File: config.mk
export PLATFORM = sky130hd
export DESIGN_NAME = button_press_classifier
export DESIGN_NICKNAME = d
export VERILOG_FILES = /design/src/sv/bpc_pkg.sv /design/src/sv/button_press_classifier.sv
export SDC_FILE = /design/constraint.sdc
export NUM_CORES = 1
export LEC_CHECK = 0
export BUFFER_PORTS_ARGS = -buffer_cell sky130_fd_sc_hd__buf_4
export CAP_MARGIN = 20
export CORE_ASPECT_RATIO = 0.75
export CORE_MARGIN = 4
export CORE_UTILIZATION = 55
export CTS_CLUSTER_DIAMETER = 150
export CTS_CLUSTER_SIZE = 30
export DETAILED_ROUTE_END_ITERATION = 7
export HOLD_SLACK_MARGIN = 0.03
export PLACE_DENSITY = 0.77
export SETUP_SLACK_MARGIN = 0.15
export SYNTH_ARGS = -nofsm -noshare
export SYNTH_HDL_FRONTEND = slang
export SYNTH_SLANG_ARGS = --single-unit
File: constraint.sdc
create_clock -name clk -period 9.65 [get_ports clk]
set_input_delay 1.93 -clock clk [delete_from_list [all_inputs] [get_ports clk]]
set_output_delay 1.93 -clock clk [all_outputs]
set_load 0.02 [all_outputs]
File: src/sv/bpc_pkg.sv
// shared types, register indexes and constants for the button press classifier
package bpc_pkg;

  // number of button inputs wired to the block
  localparam int unsigned NUM_BUTTONS = 8;
  // widest usable button count, limited by the 8-bit level field
  localparam int unsigned BTN_LIMIT = (NUM_BUTTONS < 8) ? NUM_BUTTONS : 8;

  localparam int unsigned CFG_INDEX_W = 2;
  localparam int unsigned CFG_DATA_W  = 16;

  // configuration register indexes
  typedef enum logic [CFG_INDEX_W-1:0] {
    CFG_BUTTON_COUNT = 2'd0,
    CFG_DEBOUNCE_MS  = 2'd1,
    CFG_LONG_MS      = 2'd2,
    CFG_REPEAT_MS    = 2'd3
  } cfg_reg_t;

  // request codes carried by an input transaction
  typedef enum logic [1:0] {
    REQ_PEEK  = 2'd0,
    REQ_TAKE  = 2'd1,
    REQ_FLUSH = 2'd2
  } req_t;

  // configuration reset values
  localparam logic [3:0]  RST_BUTTON_COUNT = 4'd8;
  localparam logic [15:0] RST_DEBOUNCE_MS  = 16'd50;
  localparam logic [15:0] RST_LONG_MS      = 16'd1000;
  localparam logic [15:0] RST_REPEAT_MS    = 16'd200;

  typedef struct packed {
    logic [1:0]  req_type;
    logic [7:0]  pin_levels;
    logic [31:0] now_ms;
  } bpc_in_t;

  typedef struct packed {
    logic [7:0] event_buttons;
    logic       long_press;
    logic       repeat_press;
  } bpc_out_t;

endpackage

File: src/sv/button_press_classifier.sv
// top level of the button press classifier
//
// Takes one transaction per clock cycle while results drain and returns exactly one
// result per transaction, in order. An accepted transaction is captured in the
// input register; the classify step (mask, 32-bit wrapping elapsed time, three
// compares, state update) then runs on it and loads the result register when
// that register is free or being taken. The state update of the classify stage
// is registered together with the result, so the next transaction sees it
// directly. Both registers move whenever the result register is free or
// being taken, so the block takes a new transaction each cycle in which
// results drain. Configuration writes take effect at once; the user must make
// them while no transaction is in flight, which the block itself does not enforce.
module button_press_classifier
  import bpc_pkg::*;
(
  input  logic                   clk,
  input  logic                   rst,
  // input channel
  input  logic                   in_valid,
  output logic                   in_ready,
  input  bpc_in_t                in_data,
  // result channel
  output logic                   out_valid,
  input  logic                   out_ready,
  output bpc_out_t               out_data,
  // configuration write port
  input  logic                   cfg_we,
  input  logic [CFG_INDEX_W-1:0] cfg_index,
  input  logic [CFG_DATA_W-1:0]  cfg_data
);

  // configuration registers
  logic [3:0]  button_count;
  logic [15:0] debounce_ms;
  logic [15:0] long_ms;
  logic [15:0] repeat_ms;

  // classifier state
  logic [7:0]  last_combo,      last_combo_next;
  logic [31:0] mark_time,       mark_time_next;
  logic        may_emit,        may_emit_next;
  logic [7:0]  pending_buttons, pending_buttons_next;
  logic        pending_long,    pending_long_next;
  logic        pending_repeat,  pending_repeat_next;

  // pipeline registers
  logic        s1_valid;
  bpc_in_t     s1_data;
  bpc_out_t    result_next;

  logic        advance;
  logic [3:0]  count_sat;
  logic [8:0]  low_mask;
  logic [7:0]  combo;
  logic [31:0] elapsed;
  logic        gt_debounce;
  logic        gt_long;
  logic        gt_repeat;
  logic        can_post;

  // pipeline moves whenever the result register is free or being taken
  assign advance  = !out_valid || out_ready;
  assign in_ready = !s1_valid || advance;

  // configuration writes
  always_ff @(posedge clk) begin
    if (rst) begin
      button_count <= RST_BUTTON_COUNT;
      debounce_ms  <= RST_DEBOUNCE_MS;
      long_ms      <= RST_LONG_MS;
      repeat_ms    <= RST_REPEAT_MS;
    end else if (cfg_we) begin
      unique case (cfg_reg_t'(cfg_index))
        CFG_BUTTON_COUNT: button_count <= cfg_data[3:0];
        CFG_DEBOUNCE_MS:  debounce_ms  <= cfg_data;
        CFG_LONG_MS:      long_ms      <= cfg_data;
        CFG_REPEAT_MS:    repeat_ms    <= cfg_data;
        default:          ;
      endcase
    end
  end

  // pressed mask over the buttons in use
  assign count_sat = (button_count > 4'(BTN_LIMIT)) ? 4'(BTN_LIMIT) : button_count;
  assign low_mask  = (9'd1 << count_sat) - 9'd1;
  assign combo     = ~s1_data.pin_levels & low_mask[7:0];

  // wrapping elapsed time and limit compares
  assign elapsed     = s1_data.now_ms - mark_time;
  assign gt_debounce = elapsed > {16'd0, debounce_ms};
  assign gt_long     = elapsed > {16'd0, long_ms};
  assign gt_repeat   = elapsed > {16'd0, repeat_ms};
  assign can_post    = (pending_buttons == 8'd0);

  // classify step
  always_comb begin
    last_combo_next      = last_combo;
    mark_time_next       = mark_time;
    may_emit_next        = may_emit;
    pending_buttons_next = pending_buttons;
    pending_long_next    = pending_long;
    pending_repeat_next  = pending_repeat;

    if (req_t'(s1_data.req_type) == REQ_FLUSH) begin
      last_combo_next      = 8'd0;
      may_emit_next        = 1'b1;
      pending_buttons_next = 8'd0;
      pending_long_next    = 1'b0;
      pending_repeat_next  = 1'b0;
      mark_time_next       = s1_data.now_ms;
    end else if (combo == last_combo) begin
      // held combination: repeat after a long press, else a first long press
      if (gt_repeat && !may_emit && (combo != 8'd0)) begin
        if (can_post) begin
          pending_buttons_next = combo;
          pending_long_next    = 1'b0;
          pending_repeat_next  = 1'b1;
        end
        mark_time_next = s1_data.now_ms;
      end else if (gt_long && may_emit && (combo != 8'd0)) begin
        if (can_post) begin
          pending_buttons_next = combo;
          pending_long_next    = 1'b1;
          pending_repeat_next  = 1'b0;
        end
        mark_time_next = s1_data.now_ms;
        may_emit_next  = 1'b0;
      end
    end else begin
      // combination changed: short press of the previous one
      if (gt_debounce && may_emit && (last_combo != 8'd0) && can_post) begin
        pending_buttons_next = last_combo;
        pending_long_next    = 1'b0;
        pending_repeat_next  = 1'b0;
      end
      may_emit_next   = 1'b1;
      last_combo_next = combo;
      mark_time_next  = s1_data.now_ms;
    end

    result_next.event_buttons = pending_buttons_next;
    result_next.long_press    = pending_long_next;
    result_next.repeat_press  = pending_repeat_next;

    // take request clears the event after it is reported
    if (req_t'(s1_data.req_type) == REQ_TAKE) begin
      pending_buttons_next = 8'd0;
      pending_long_next    = 1'b0;
      pending_repeat_next  = 1'b0;
    end
  end

  // input register
  always_ff @(posedge clk) begin
    if (rst) begin
      s1_valid <= 1'b0;
    end else if (in_ready) begin
      s1_valid <= in_valid;
    end
  end

  always_ff @(posedge clk) begin
    if (in_ready && in_valid) begin
      s1_data <= in_data;
    end
  end

  // state update and result register
  always_ff @(posedge clk) begin
    if (rst) begin
      out_valid       <= 1'b0;
      last_combo      <= 8'd0;
      mark_time       <= 32'd0;
      may_emit        <= 1'b1;
      pending_buttons <= 8'd0;
      pending_long    <= 1'b0;
      pending_repeat  <= 1'b0;
    end else if (advance) begin
      out_valid <= s1_valid;
      if (s1_valid) begin
        last_combo      <= last_combo_next;
        mark_time       <= mark_time_next;
        may_emit        <= may_emit_next;
        pending_buttons <= pending_buttons_next;
        pending_long    <= pending_long_next;
        pending_repeat  <= pending_repeat_next;
      end
    end
  end

  always_ff @(posedge clk) begin
    if (advance && s1_valid) begin
      out_data <= result_next;
    end
  end

endmodule

# Word-level counts from Yosys, hierarchy flattened
# Cells that the tools add are included.
# classes
magnitude_cmp	4
n_addsub	2
shift	1
n_reduce_logical	26
bitwise	2
eq_ne	10
muxes	34
# op_table
operator	count
$mux 32	4
$gt 32x16->1	3
$mux 8	9
$sub 32x32->32	1
$mux 1	20
$reduce_bool 8->1	2
$reduce_and 2->1	5
$logic_and 1x1->1	9
$and 8x8->8	1
$eq 8x8->1	1
$logic_not 8->1	1
$not 8->8	1
$shl 1x4->8 const A	1
$sub 8x1->8 const B	1
$eq 2x2->1 const B	3
$reduce_and 3->1	2
$eq 2x1->1 const B	2
$gt 4x4->1 const B	1
$mux 4	1
$ne 4x2->1 const B	1
$reduce_and 4->1	1
$logic_not 1->1	3
$ne 3x2->1 const B	1
$ne 3x3->1 const B	1
3 further kinds	4
# word_totals
reg_bits	157
word_cells	97
in_bits	65
out_inout_bits	12

# Longest topological paths before layout
# Gate-level depths: netlist of run 1.
# logic_depth
depth_word	12
depth_mapped	22
ltp_nobuf	21

# Least setup slack after synthesis of run 1
# No wires, ideal clock.
# synth_path
path_type	input -> output
startpoint	input out_ready
endpoint	output in_ready
path_slack_ps	5438
t_required_ps	7720
path_buffers	0
t_arrival_ps	2282
cell_stages	2
cell_sequence	nor2b_1 nand2_1
# synth_between
elab_chain_len	2
# synth_lines
element	line_no	source
start, declared	button_press_classifier.sv:24	input logic out_ready,
$logic_or 1x1->1	button_press_classifier.sv:62	assign advance = !out_valid || out_ready;
$logic_or 1x1->1	button_press_classifier.sv:63	assign in_ready = !s1_valid || advance;
end, declared	button_press_classifier.sv:20	output logic in_ready,
# No other way between the ends.

# Worst setup path in the final report of run 1
# layout_path
startpoint	register s1_data[0] (netlist name)
endpoint	register mark_time[13]
# layout_between
elab_chain_len	7
word_cells_on_any_way	12
classes_between	add/sub: 1; order compare: 2; eq/ne: 1; mux: 3; reduce/logical: 5
# layout_lines
element	line_no	source
start, declared	button_press_classifier.sv:48	bpc_in_t s1_data;
start signal, assigned	button_press_classifier.sv:164	s1_data <= in_data;
$sub 32x32->32 *	button_press_classifier.sv:89	assign elapsed = s1_data.now_ms - mark_time;
$gt 32x16->1	button_press_classifier.sv:92	assign gt_repeat = elapsed > {16'd0, repeat_ms};
$logic_and 1x1->1 (2 in series)	button_press_classifier.sv:113	if (gt_repeat && !may_emit && (combo != 8'd0)) begin
$mux 32	button_press_classifier.sv:113	
$mux 32	button_press_classifier.sv:111	end else if (combo == last_combo) begin
$mux 32	button_press_classifier.sv:104	if (req_t'(s1_data.req_type) == REQ_FLUSH) begin
end signal, assigned	button_press_classifier.sv:182	mark_time <= mark_time_next;
end, declared	button_press_classifier.sv:40	logic [31:0] mark_time, mark_time_next;
# Mark *: on every way between the ends. The rest lies on a longest branch, timed or not.
# A chain may end at the register's enable or synchronous reset.

==> impl_metrics.json, run 1 <==
{
  "synth_edf_count": 52,
  "initialDrtViolationCount": 831,
  "synth_area_mm2": 0.00936,
  "hold_class": "register to register",
  "clock_sinks": 157,
  "period_needed_ps": 5440,
  "utilization_pct": 63.4,
  "max_freq_mhz": 184,
  "seq_power_share_pct": 39.6,
  "area_growth_pct": 13.5,
  "ys_ff_latch": 157,
  "root_buffer": "clkbuf_16",
  "grt_max_degree": 82,
  "power_mw": 1.87,
  "clockBufferDepth": 2,
  "io-pin-count": 77,
  "first_pass_iters": 5,
  "setup.worst_path.class": "register to register",
  "synth_common_cells": "nand2_1, dfxtp_1, a21oi_1",
  "drc": 0,
  "yosysTopAreaCellShare_pct": 22.4,
  "critPathMaxFanout": 19,
  "synth_fp_nets": 1228,
  "critical_path_arrival_ps": 5790,
  "drive_gt1_share_pct": 11.5,
  "ctsResizeCount": 0,
  "fin_crit_sh_pct": 56.4,
  "rows": 41,
  "ir_worst_vdd_v": 0.0000879,
  "internal_power_mw": 1.26,
  "yosysUniqueCellTypes": 73,
  "syn_inst": 1082,
  "antenna_left": 0,
  "power_density_mw_per_mm2": 176,
  "cts_tree": "done",
  "die_area_mm2": 0.0192,
  "portBuffers": 76,
  "fillers": 1459,
  "wire_per_inst_um": 17.0,
  "nNetsFinal": 1290,
  "gp_congestion": 0.930,
  "dp_hpwl_mm": 16.9,
  "insertedDiodeCount": 0,
  "avgSynthCellArea_um2": 8.65,
  "slew_violations": 0,
  "swShare_pct": 32.8,
  "core_area_mm2": 0.0168,
  "cts_setup_buffers": 0,
  "htreeDepth": 4,
  "setup_violations": 0,
  "rsz0062_at_grt": "no",
  "skew_ps": 8.81,
  "clk_pin_slew_ps": 70,
  "die_width_um": 159,
  "clk_latency_ps": 430,
  "synthArstFlopShare_pct": 0,
  "p_comb_share_pct": 26.3,
  "antenna_found_initial": 0,
  "cts_buffers": 17,
  "p_sw_mw": 0.612,
  "maxCapViolCount": 0,
  "synth_top_cell_by_area": "dfxtp_1",
  "synth_warnings": 0,
  "num_vias": 8118,
  "yosysSeqAreaShare_pct": 39.1,
  "p_clk_share_pct": 34.1,
  "die_h_um": 121,
  "routed_via_density": 5.92,
  "required_ps": 10000,
  "synth_area_leaders": "dfxtp_1, edfxtp_1, ha_1",
  "hold_violations": 0,
  "grt-ovfl-total": 0,
  "grt_pass1_vias": 7590,
  "synth_most_common_cell": "nand2_1",
  "max_slew.worst_pin.slew_ps": 874,
  "synth-main-ff-cell": "dfxtp_1",
  "grt_pass1_wl_mm": 37.9,
  "wl_mm": 23.4,
  "worstSetupEndpointType": "register",
  "initial_utilization_pct": 55.8,
  "startpoint_type": "register",
  "status": "finished clean",
  "max-slew-margin-rel_pct": 41.8,
  "setup_tns_ps": 0,
  "grt_usage_pct": 24.5,
  "p_leak_nw": 4.33,
  "ctsHoldBuffers": 0
}
-- sequential cells by signal (all words and copies together) (netlist names) --
signal           count
button_count         4
debounce_ms         16
last_combo           8
long_ms             16
mark_time           32
may_emit             1
out_data            10
out_valid            1
pending_buttons      8
pending_long         1
pending_repeat       1
repeat_ms           16
s1_data             42
s1_valid             1
-- cell type report --
cell class	instances	area [µm²]	share of cell area, %
Multi-Input combinational cell	791	5150	48.5
Tap cell	215	269	2.53
Inverter	94	353	3.32
Clock inverter	15	131	1.24
Clock buffer	17	425	4.00
Timing Repair Buffer	83	636	5.98
Sequential cell	157	3660	34.5
-- worst paths after layout --
kind / slack (ps) / endpoint / cells past startpoint / start
worst max register to register: 4210 / mark_time[13]$_SDFFE_PP0P_ / 19 / s1_data[0]$_DFFE_PP_
worst max-delay path: 4210 / mark_time[13]$_SDFFE_PP0P_ / 19 / s1_data[0]$_DFFE_PP_
worst min-delay path: 460 / debounce_ms[6]$_SDFFE_PP0P_ / 2 / debounce_ms[6]$_SDFFE_PP0P_
worst min register to register: 460 / debounce_ms[6]$_SDFFE_PP0P_ / 2 / debounce_ms[6]$_SDFFE_PP0P_
-- layer usage --
layer / global-route usage, % / wire length, µm / vias to the layer above
met5: 0 / 0 / -
met4: 6.29 / 369 / 0
met3: 5.35 / 1640 / 37
met2: 36.8 / 10300 / 282
met1: 35.8 / 11100 / 3828
li1: - / - / 3971
-- critical path: stages, from the launching register on --
cell	delay [ps]
edfxtp_1	340
inv_1	50
ha_1	210
fa_1	410
nor2b_1	210
o2111ai_1	190
a21o_1	240
o31ai_1	470
xor2_1	320
ha_1	310
a21o_1	160
a21oi_1	140
o21ai_0	120
a21o_1	170
o41a_1	150
mux2i_1	300
nand3_4	190
a21boi_4	630
buf_4	460
mux2i_1	260
-- power by group through the flow --
stage	registers (mW)	clock network, mW	logic [mW]
after CTS	0.740	0.643	0.483
after detailed placement	0.754	0	0.475
final	0.740	0.636	0.492
after global routing	0.744	0.672	0.544
after global placement	0.753	0	0.464
after floorplan	0.751	0	0.349
-- logic make-up (layout without fill, tap and decap cells) --
family	Yosys count	in the layout	synth area share, %
AND/OR/NAND/NOR	377	377	18.8
multiplexers	37	37	3.96
adder cells (fa/ha/maj)	81	81	10.9
AO/OA/AOI/OAI	268	268	18.7
XOR/XNOR	28	28	2.62
buffers and inverters	134	209	5.85
flip-flops	157	157	39.1
-- cells in the final DEF (no fill, tap or decap), types with 5 or more instances in the layout --
cell	Yosys	routed
nor3_1	21	21
and4_1	5	5
a21oi_1	95	95
inv_1	93	93
mux2i_1	37	37
nand3_1	15	15
and2_1	6	5
dfxtp_1	105	105
clkbuf_16	0	17
nor2b_1	10	10
and3_1	9	9
edfxtp_1	52	52
or4_1	6	6
o21a_1	10	10
nand4_1	18	18
o31ai_1	8	8
nand2b_1	7	7
a21o_1	29	29
a211oi_1	10	10
nand2_1	190	190
nor2_1	59	59
xnor2_1	18	18
o211ai_1	19	19
xor2_1	10	10
or3_1	6	6
nor4_1	11	11
a22oi_1	9	9
o21ai_0	35	35
ha_1	80	80
buf_4	0	82
o22ai_1	8	8
-- metrics by stage --
stage                     worst slack, ps  area [µm²]  cells  hold WS (ps)
final                                4210       10600   1372           459
after global routing                 3810       10600   1372           468
after detailed placement             4320       10100   1339           450
after CTS                            4240       10600   1371           460
after floorplan                      5440        9360   1082           429
after global placement               4540       10100   1339           440
Power figures use the tool's default switching activity.
==> inputs of run 2 (changes only) <==
==> constraint.sdc (replaced) <==
create_clock -name clk -period 5.39 [get_ports clk]
set_input_delay 1.078 -clock clk [delete_from_list [all_inputs] [get_ports clk]]
set_output_delay 1.078 -clock clk [all_outputs]
set_load 0.02 [all_outputs]
==> run 2 against run 1 <==
Fmax increased by 10%; count of clock-buffer cells in the layout unchanged; flip-flop and latch count unchanged; sequential power increased by 80%; non-clock buffer count increased by 4; critical endpoint is now pending_buttons[6]$_SDFFE_PP0P_; sequential share of layout area decreased by 0.14 points; die area unchanged; clock power increased by 79%; highest routed layer is now met5; cell count increased by 0.29%; first-iteration DRC count decreased by 10%; setup slack got worse by 3700 ps; clock skew decreased by 0.70 ps.
==> impl_metrics.json, run 2 (synthesis results as in run 1) <==
{
  "first_pass_iters": 6,
  "insertedDiodeCount": 0,
  "ctsHoldBuffers": 0,
  "hp-start": "pending_long$_SDFFE_PP0P_",
  "clock_sinks": 157,
  "routed_via_density": 5.81,
  "wire_per_inst_um": 16.8,
  "hold_slack_ps": 454,
  "layout_setup_ws_ps": 463,
  "setup.worst_path.class": "register to register",
  "p_leak_nw": 4.35,
  "max-slew-margin-rel_pct": 41.7,
  "htreeDepth": 4,
  "antenna_left": 0,
  "cts_buffers": 17,
  "critPathMaxFanout": 4,
  "die_area_mm2": 0.0192,
  "area_growth_pct": 14.0,
  "grt_pass1_wl_mm": 37.3,
  "largest_registers": "s1_data x42, mark_time x32",
  "max_slew.worst_pin.slew_ps": 874,
  "grt_usage_pct": 24.2,
  "clk_latency_ps": 420,
  "root_buffer": "clkbuf_16",
  "initial_utilization_pct": 55.8,
  "reg2reg_from": "s1_data[0]$_DFFE_PP_",
  "antenna_found_initial": 1,
  "rows": 41,
  "setup_tns_ps": 0,
  "power_mw": 3.34,
  "critical_path_arrival_ps": 5300,
  "die_width_um": 159,
  "grt_pass1_vias": 7450,
  "max_freq_mhz": 203,
  "hold_violations": 0,
  "fillers": 1413,
  "clk_pin_slew_ps": 70,
  "crit_path_start": "s1_data[0]$_DFFE_PP_",
  "slowest_stage": "o31ai_1",
  "ir_worst_vdd_v": 0.000179,
  "drive_gt1_share_pct": 11.9,
  "io-pin-count": 77,
  "largest_register_ffs": 42,
  "status": "finished clean",
  "cp_top_family": "compound AO/OA/AOI/OAI gates",
  "dp_slack_ps": 236,
  "skew_ps": 8.11,
  "grt_max_degree": 82,
  "initialDrtViolationCount": 744,
  "regMostFlops": "s1_data",
  "power_density_mw_per_mm2": 313,
  "final_common_cell": "nand2_1",
  "slew_violations": 0,
  "core_area_mm2": 0.0168,
  "fin_crit_sh_pct": 91.4,
  "cts_tree": "done",
  "startpoint_type": "register",
  "wl_mm": 23.1,
  "max_stage_delay_ps": 490,
  "hold_class": "register to register",
  "num_vias": 8001,
  "period_needed_ps": 4930,
  "cp_cell_sequence": "inv_1, ha_1, fa_1, nor2b_1, o2111ai_1, a21o_1, o31ai_1, xor2_1, ha_1, nand4_1, nor2_1, o221ai_1, o211ai_1, a21boi_1, mux2i_1, o2111ai_1, and2_1, o221a_2",
  "crit_buf_inv": 1,
  "worstSetupEndpointType": "register",
  "setup_violations": 0,
  "maxCapViolCount": 0,
  "clockBufferDepth": 2,
  "die_h_um": 121,
  "grt-ovfl-total": 0,
  "portBuffers": 76,
  "required_ps": 5760,
  "rsz0062_at_grt": "no",
  "dp_hpwl_mm": 16.9,
  "layout_common_cells": "nand2_1, dfxtp_1, a21oi_1, inv_1, buf_4",
  "gp_congestion": 0.923,
  "drc": 0,
  "nNetsFinal": 1294
}
-- run 2: tightest hold or removal path: stages (launching register included) --
cell and delay (ps):
dfxtp_1 310, inv_1 50, o22ai_1 50
-- run 2: worst paths after layout --
kind / cells past startpoint / endpoint / slack [ps]
worst min-delay path: 2 / pending_long$_SDFFE_PP0P_ / 450
worst max-delay path: 18 / pending_buttons[6]$_SDFFE_PP0P_ / 460
worst min register to register: 2 / pending_long$_SDFFE_PP0P_ / 450
worst max register to register: 18 / pending_buttons[6]$_SDFFE_PP0P_ / 460
-- run 2: cell type report --
class                           count  area (µm²)  share of cell area (%)
Timing Repair Buffer               87         678                    6.35
Tap cell                          215         269                    2.52
Multi-Input combinational cell    791        5160                    48.3
Inverter                           94         353                    3.31
Clock inverter                     15         126                    1.18
Sequential cell                   157        3660                    34.3
Clock buffer                       17         425                    3.99
-- run 2: timing repair --
action,in CTS,in global routing
setup buffers,0,2
setup endpoints to repair,0,34
gates resized for setup,0,3
-- run 2: layer usage --
| metal | wire, µm | share of wire (%) | GRT usage, % |
|---|---|---|---|
| met5 | 13 | 0.056 | 0 |
| met4 | 303 | 1.3 | 5.22 |
| met3 | 1620 | 7.0 | 5.74 |
| met2 | 10100 | 43 | 36.0 |
| met1 | 11100 | 48 | 35.7 |
-- run 2: report_power, final --
part | total [mW] | internal [mW] | switching [mW]
Clock | 1.14 | 0.605 | 0.537
Sequential | 1.33 | 1.29 | 0.0376
Combinational | 0.877 | 0.358 | 0.519
-- run 2: per-stage QoR --
stage	std cells	area (µm²)	util, %
after floorplan	1082	9360	-
after global placement	1341	10100	60.1
after detailed placement	1341	10100	60.1
after CTS	1373	10600	63.4
after global routing	1376	10700	63.6
final	1376	10700	63.6
==> inputs of run 3 (changes only) <==
--- a/config.mk
+++ b/config.mk
@@ -7,7 +7,7 @@
 export LEC_CHECK = 0
 export BUFFER_PORTS_ARGS = -buffer_cell sky130_fd_sc_hd__buf_4
 export CAP_MARGIN = 20
-export CORE_ASPECT_RATIO = 0.75
+export CORE_ASPECT_RATIO = 1.25
 export CORE_MARGIN = 4
 export CORE_UTILIZATION = 55
 export CTS_CLUSTER_DIAMETER = 150
@@ -16,6 +16,7 @@
 export HOLD_SLACK_MARGIN = 0.03
 export PLACE_DENSITY = 0.77
 export SETUP_SLACK_MARGIN = 0.15
+export SLEW_MARGIN = 5
 export SYNTH_ARGS = -nofsm -noshare
 export SYNTH_HDL_FRONTEND = slang
 export SYNTH_SLANG_ARGS = --single-unit
==> run 3 against run 2 <==
Wire length fell by 1.1%; non-clock buffer count rose by 10; final area rose by 1.0%; sequential power barely moved; critical endpoint is now out_data[7]$_DFFE_PP_; highest routed layer is now met4; critical path depth did not move; combinational power rose by 0.6%.
==> impl_metrics.json, run 3 (synthesis results as in run 1) <==
{
  "hp-start": "pending_repeat$_SDFFE_PP0P_",
  "die_width_um": 125,
  "slowest_stage": "a311oi_1",
  "rows": 53,
  "grt_max_degree": 54,
  "reg2reg_from": "s1_data[0]$_DFFE_PP_",
  "setup_violations": 0,
  "swShare_pct": 32.3,
  "insertedDiodeCount": 0,
  "max-slew-margin-rel_pct": 41.6,
  "gp_congestion": 0.945,
  "reg2reg_depth": 18,
  "regMostFlops": "s1_data",
  "clockBufferDepth": 2,
  "die_area_mm2": 0.0192,
  "antenna_left": 0,
  "r2r-end": "out_data[7]$_DFFE_PP_",
  "wl_mm": 22.9,
  "skew_ps": 7.54,
  "regToRegSetupSlack_ps": 460,
  "first_pass_iters": 5,
  "initial_utilization_pct": 55.8,
  "io-pin-count": 77,
  "hold_class": "register to register",
  "min_to": "pending_repeat$_SDFFE_PP0P_",
  "min_path_cells": 2,
  "period_needed_ps": 4930,
  "initialDrtViolationCount": 574,
  "clock_sinks": 157,
  "power_density_mw_per_mm2": 310,
  "critPathMaxFanout": 6,
  "final-instance-count-excl-fill": 1391,
  "die_h_um": 154,
  "drc": 0,
  "antenna_found_initial": 0,
  "portBuffers": 76,
  "internal_power_mw": 2.26,
  "largest_registers": "s1_data x42, mark_time x32",
  "setup_tns_ps": 0,
  "grt_pass1_wl_mm": 37.6,
  "rsz0062_at_grt": "yes",
  "final_common_cell": "nand2_1",
  "area_growth_pct": 15.2,
  "slew_violations": 0,
  "root_buffer": "clkbuf_16",
  "p_comb_share_pct": 26.4,
  "worstSetupEndpointType": "register",
  "cts_tree": "done",
  "required_ps": 5570,
  "layout_common_cells": "nand2_1, dfxtp_1, a21oi_1, buf_4, inv_1",
  "core_area_mm2": 0.0168,
  "status": "finished clean",
  "num_vias": 8174,
  "cp_top_family": "compound AO/OA/AOI/OAI gates",
  "fillers": 1440,
  "dp_hpwl_mm": 17.0,
  "crit_buf_inv": 1,
  "maxCapViolCount": 0,
  "max_stage_delay_ps": 420,
  "htreeDepth": 4,
  "p_leak_nw": 4.41,
  "grt-ovfl-total": 0,
  "p_sw_mw": 1.08,
  "hold_violations": 0,
  "routed_via_density": 5.88,
  "max_slew.worst_pin.slew_ps": 874,
  "dp_cells": 1346,
  "cp_cell_sequence": "inv_1, ha_1, fa_1, nor2b_1, o2111ai_1, a21o_1, o31ai_2, xor2_1, ha_1, a21o_1, a21oi_1, o21ai_0, o21ai_1, o221ai_1, nor4_2, a21oi_1, a311oi_1, nor3_1",
  "max_freq_mhz": 203,
  "seq_power_share_pct": 39.6,
  "wire_per_inst_um": 16.4,
  "clk_latency_ps": 440,
  "setup.worst_path.class": "register to register",
  "drive_gt1_share_pct": 12.9,
  "cts_buffers": 17,
  "grt_pass1_vias": 7918,
  "clk_pin_slew_ps": 70,
  "largest_register_ffs": 42,
  "p_clk_share_pct": 34.0,
  "grt_usage_pct": 23.7,
  "ctsHoldBuffers": 0,
  "ir_worst_vdd_v": 0.000218,
  "startpoint_type": "register",
  "critical_path_arrival_ps": 5110,
  "fin_crit_sh_pct": 91.5,
  "nNetsFinal": 1304
}
[run 3: cell type report]
| cell class | instances | area (µm²) | area share [%] |
|---|---|---|---|
| Clock buffer | 18 | 429 | 3.98 |
| Clock inverter | 14 | 126 | 1.17 |
| Inverter | 94 | 353 | 3.27 |
| Multi-Input combinational cell | 791 | 5170 | 48.0 |
| Sequential cell | 157 | 3660 | 34.0 |
| Tap cell | 220 | 275 | 2.55 |
| Timing Repair Buffer | 97 | 766 | 7.10 |
[run 3: repair_timing]
item	CTS	global route
setup endpoints to repair	0	46
buffers inserted	0	12
gates resized for setup	0	5
[run 3: power groups by stage]
stage,logic [mW],clock network (mW),registers (mW)
CTS,0.853,1.16,1.33
finish,0.882,1.14,1.33
floorplan,0.625,0,1.34
detailed placement,0.845,0,1.35
global route,0.980,1.21,1.33
global placement,0.828,0,1.35
[run 3: worst register-to-register path, stage by stage, from the launching register on]
cell and delay (ps):
edfxtp_1 350, inv_1 50, ha_1 200, fa_1 400, nor2b_1 180, o2111ai_1 190, a21o_1 250, o31ai_2 370
xor2_1 350, ha_1 320, a21o_1 160, a21oi_1 210, o21ai_0 170, o21ai_1 320, o221ai_1 210, nor4_2 210
a21oi_1 220, a311oi_1 420, nor3_1 110
[run 3: layer usage]
layer / track usage [%] / share of wire [%] / vias to the layer above
met2: 41.9 / 51 / 216
met1: 28.2 / 42 / 3896
met3: 4.73 / 4.3 / 49
li1: - / - / 4013
met5: 0 / 0 / -
met4: 9.45 / 2.6 / 0
[run 3: worst max path at each step]
stage                    startpoint                          to  depth (start not counted)
4_1_cts        s1_data[0]$_DFFE_PP_  mark_time[17]$_SDFFE_PP0P_                         19
3_5_place_dp   s1_data[0]$_DFFE_PP_  mark_time[17]$_SDFFE_PP0P_                         19
3_3_place_gp   s1_data[0]$_DFFE_PP_       out_data[7]$_DFFE_PP_                         18
5_1_grt        s1_data[4]$_DFFE_PP_       out_data[5]$_DFFE_PP_                         20
2_1_floorplan  s1_data[4]$_DFFE_PP_       out_data[5]$_DFFE_PP_                         20
6_report       s1_data[0]$_DFFE_PP_       out_data[7]$_DFFE_PP_                         18
[run 3: metrics by stage]
stage          util (%)  hold slack (ps)  worst slack [ps]  area [µm²]  power, mW
6_report           64.3              455               456       10800       3.35
5_1_grt            64.3              476              98.3       10800       3.53
3_5_place_dp       60.1              446               208       10100       2.20
3_3_place_gp       60.1              439               302       10100       2.18
2_1_floorplan         -              429              1270        9360       1.97
4_1_cts            63.4              455               199       10600       3.34
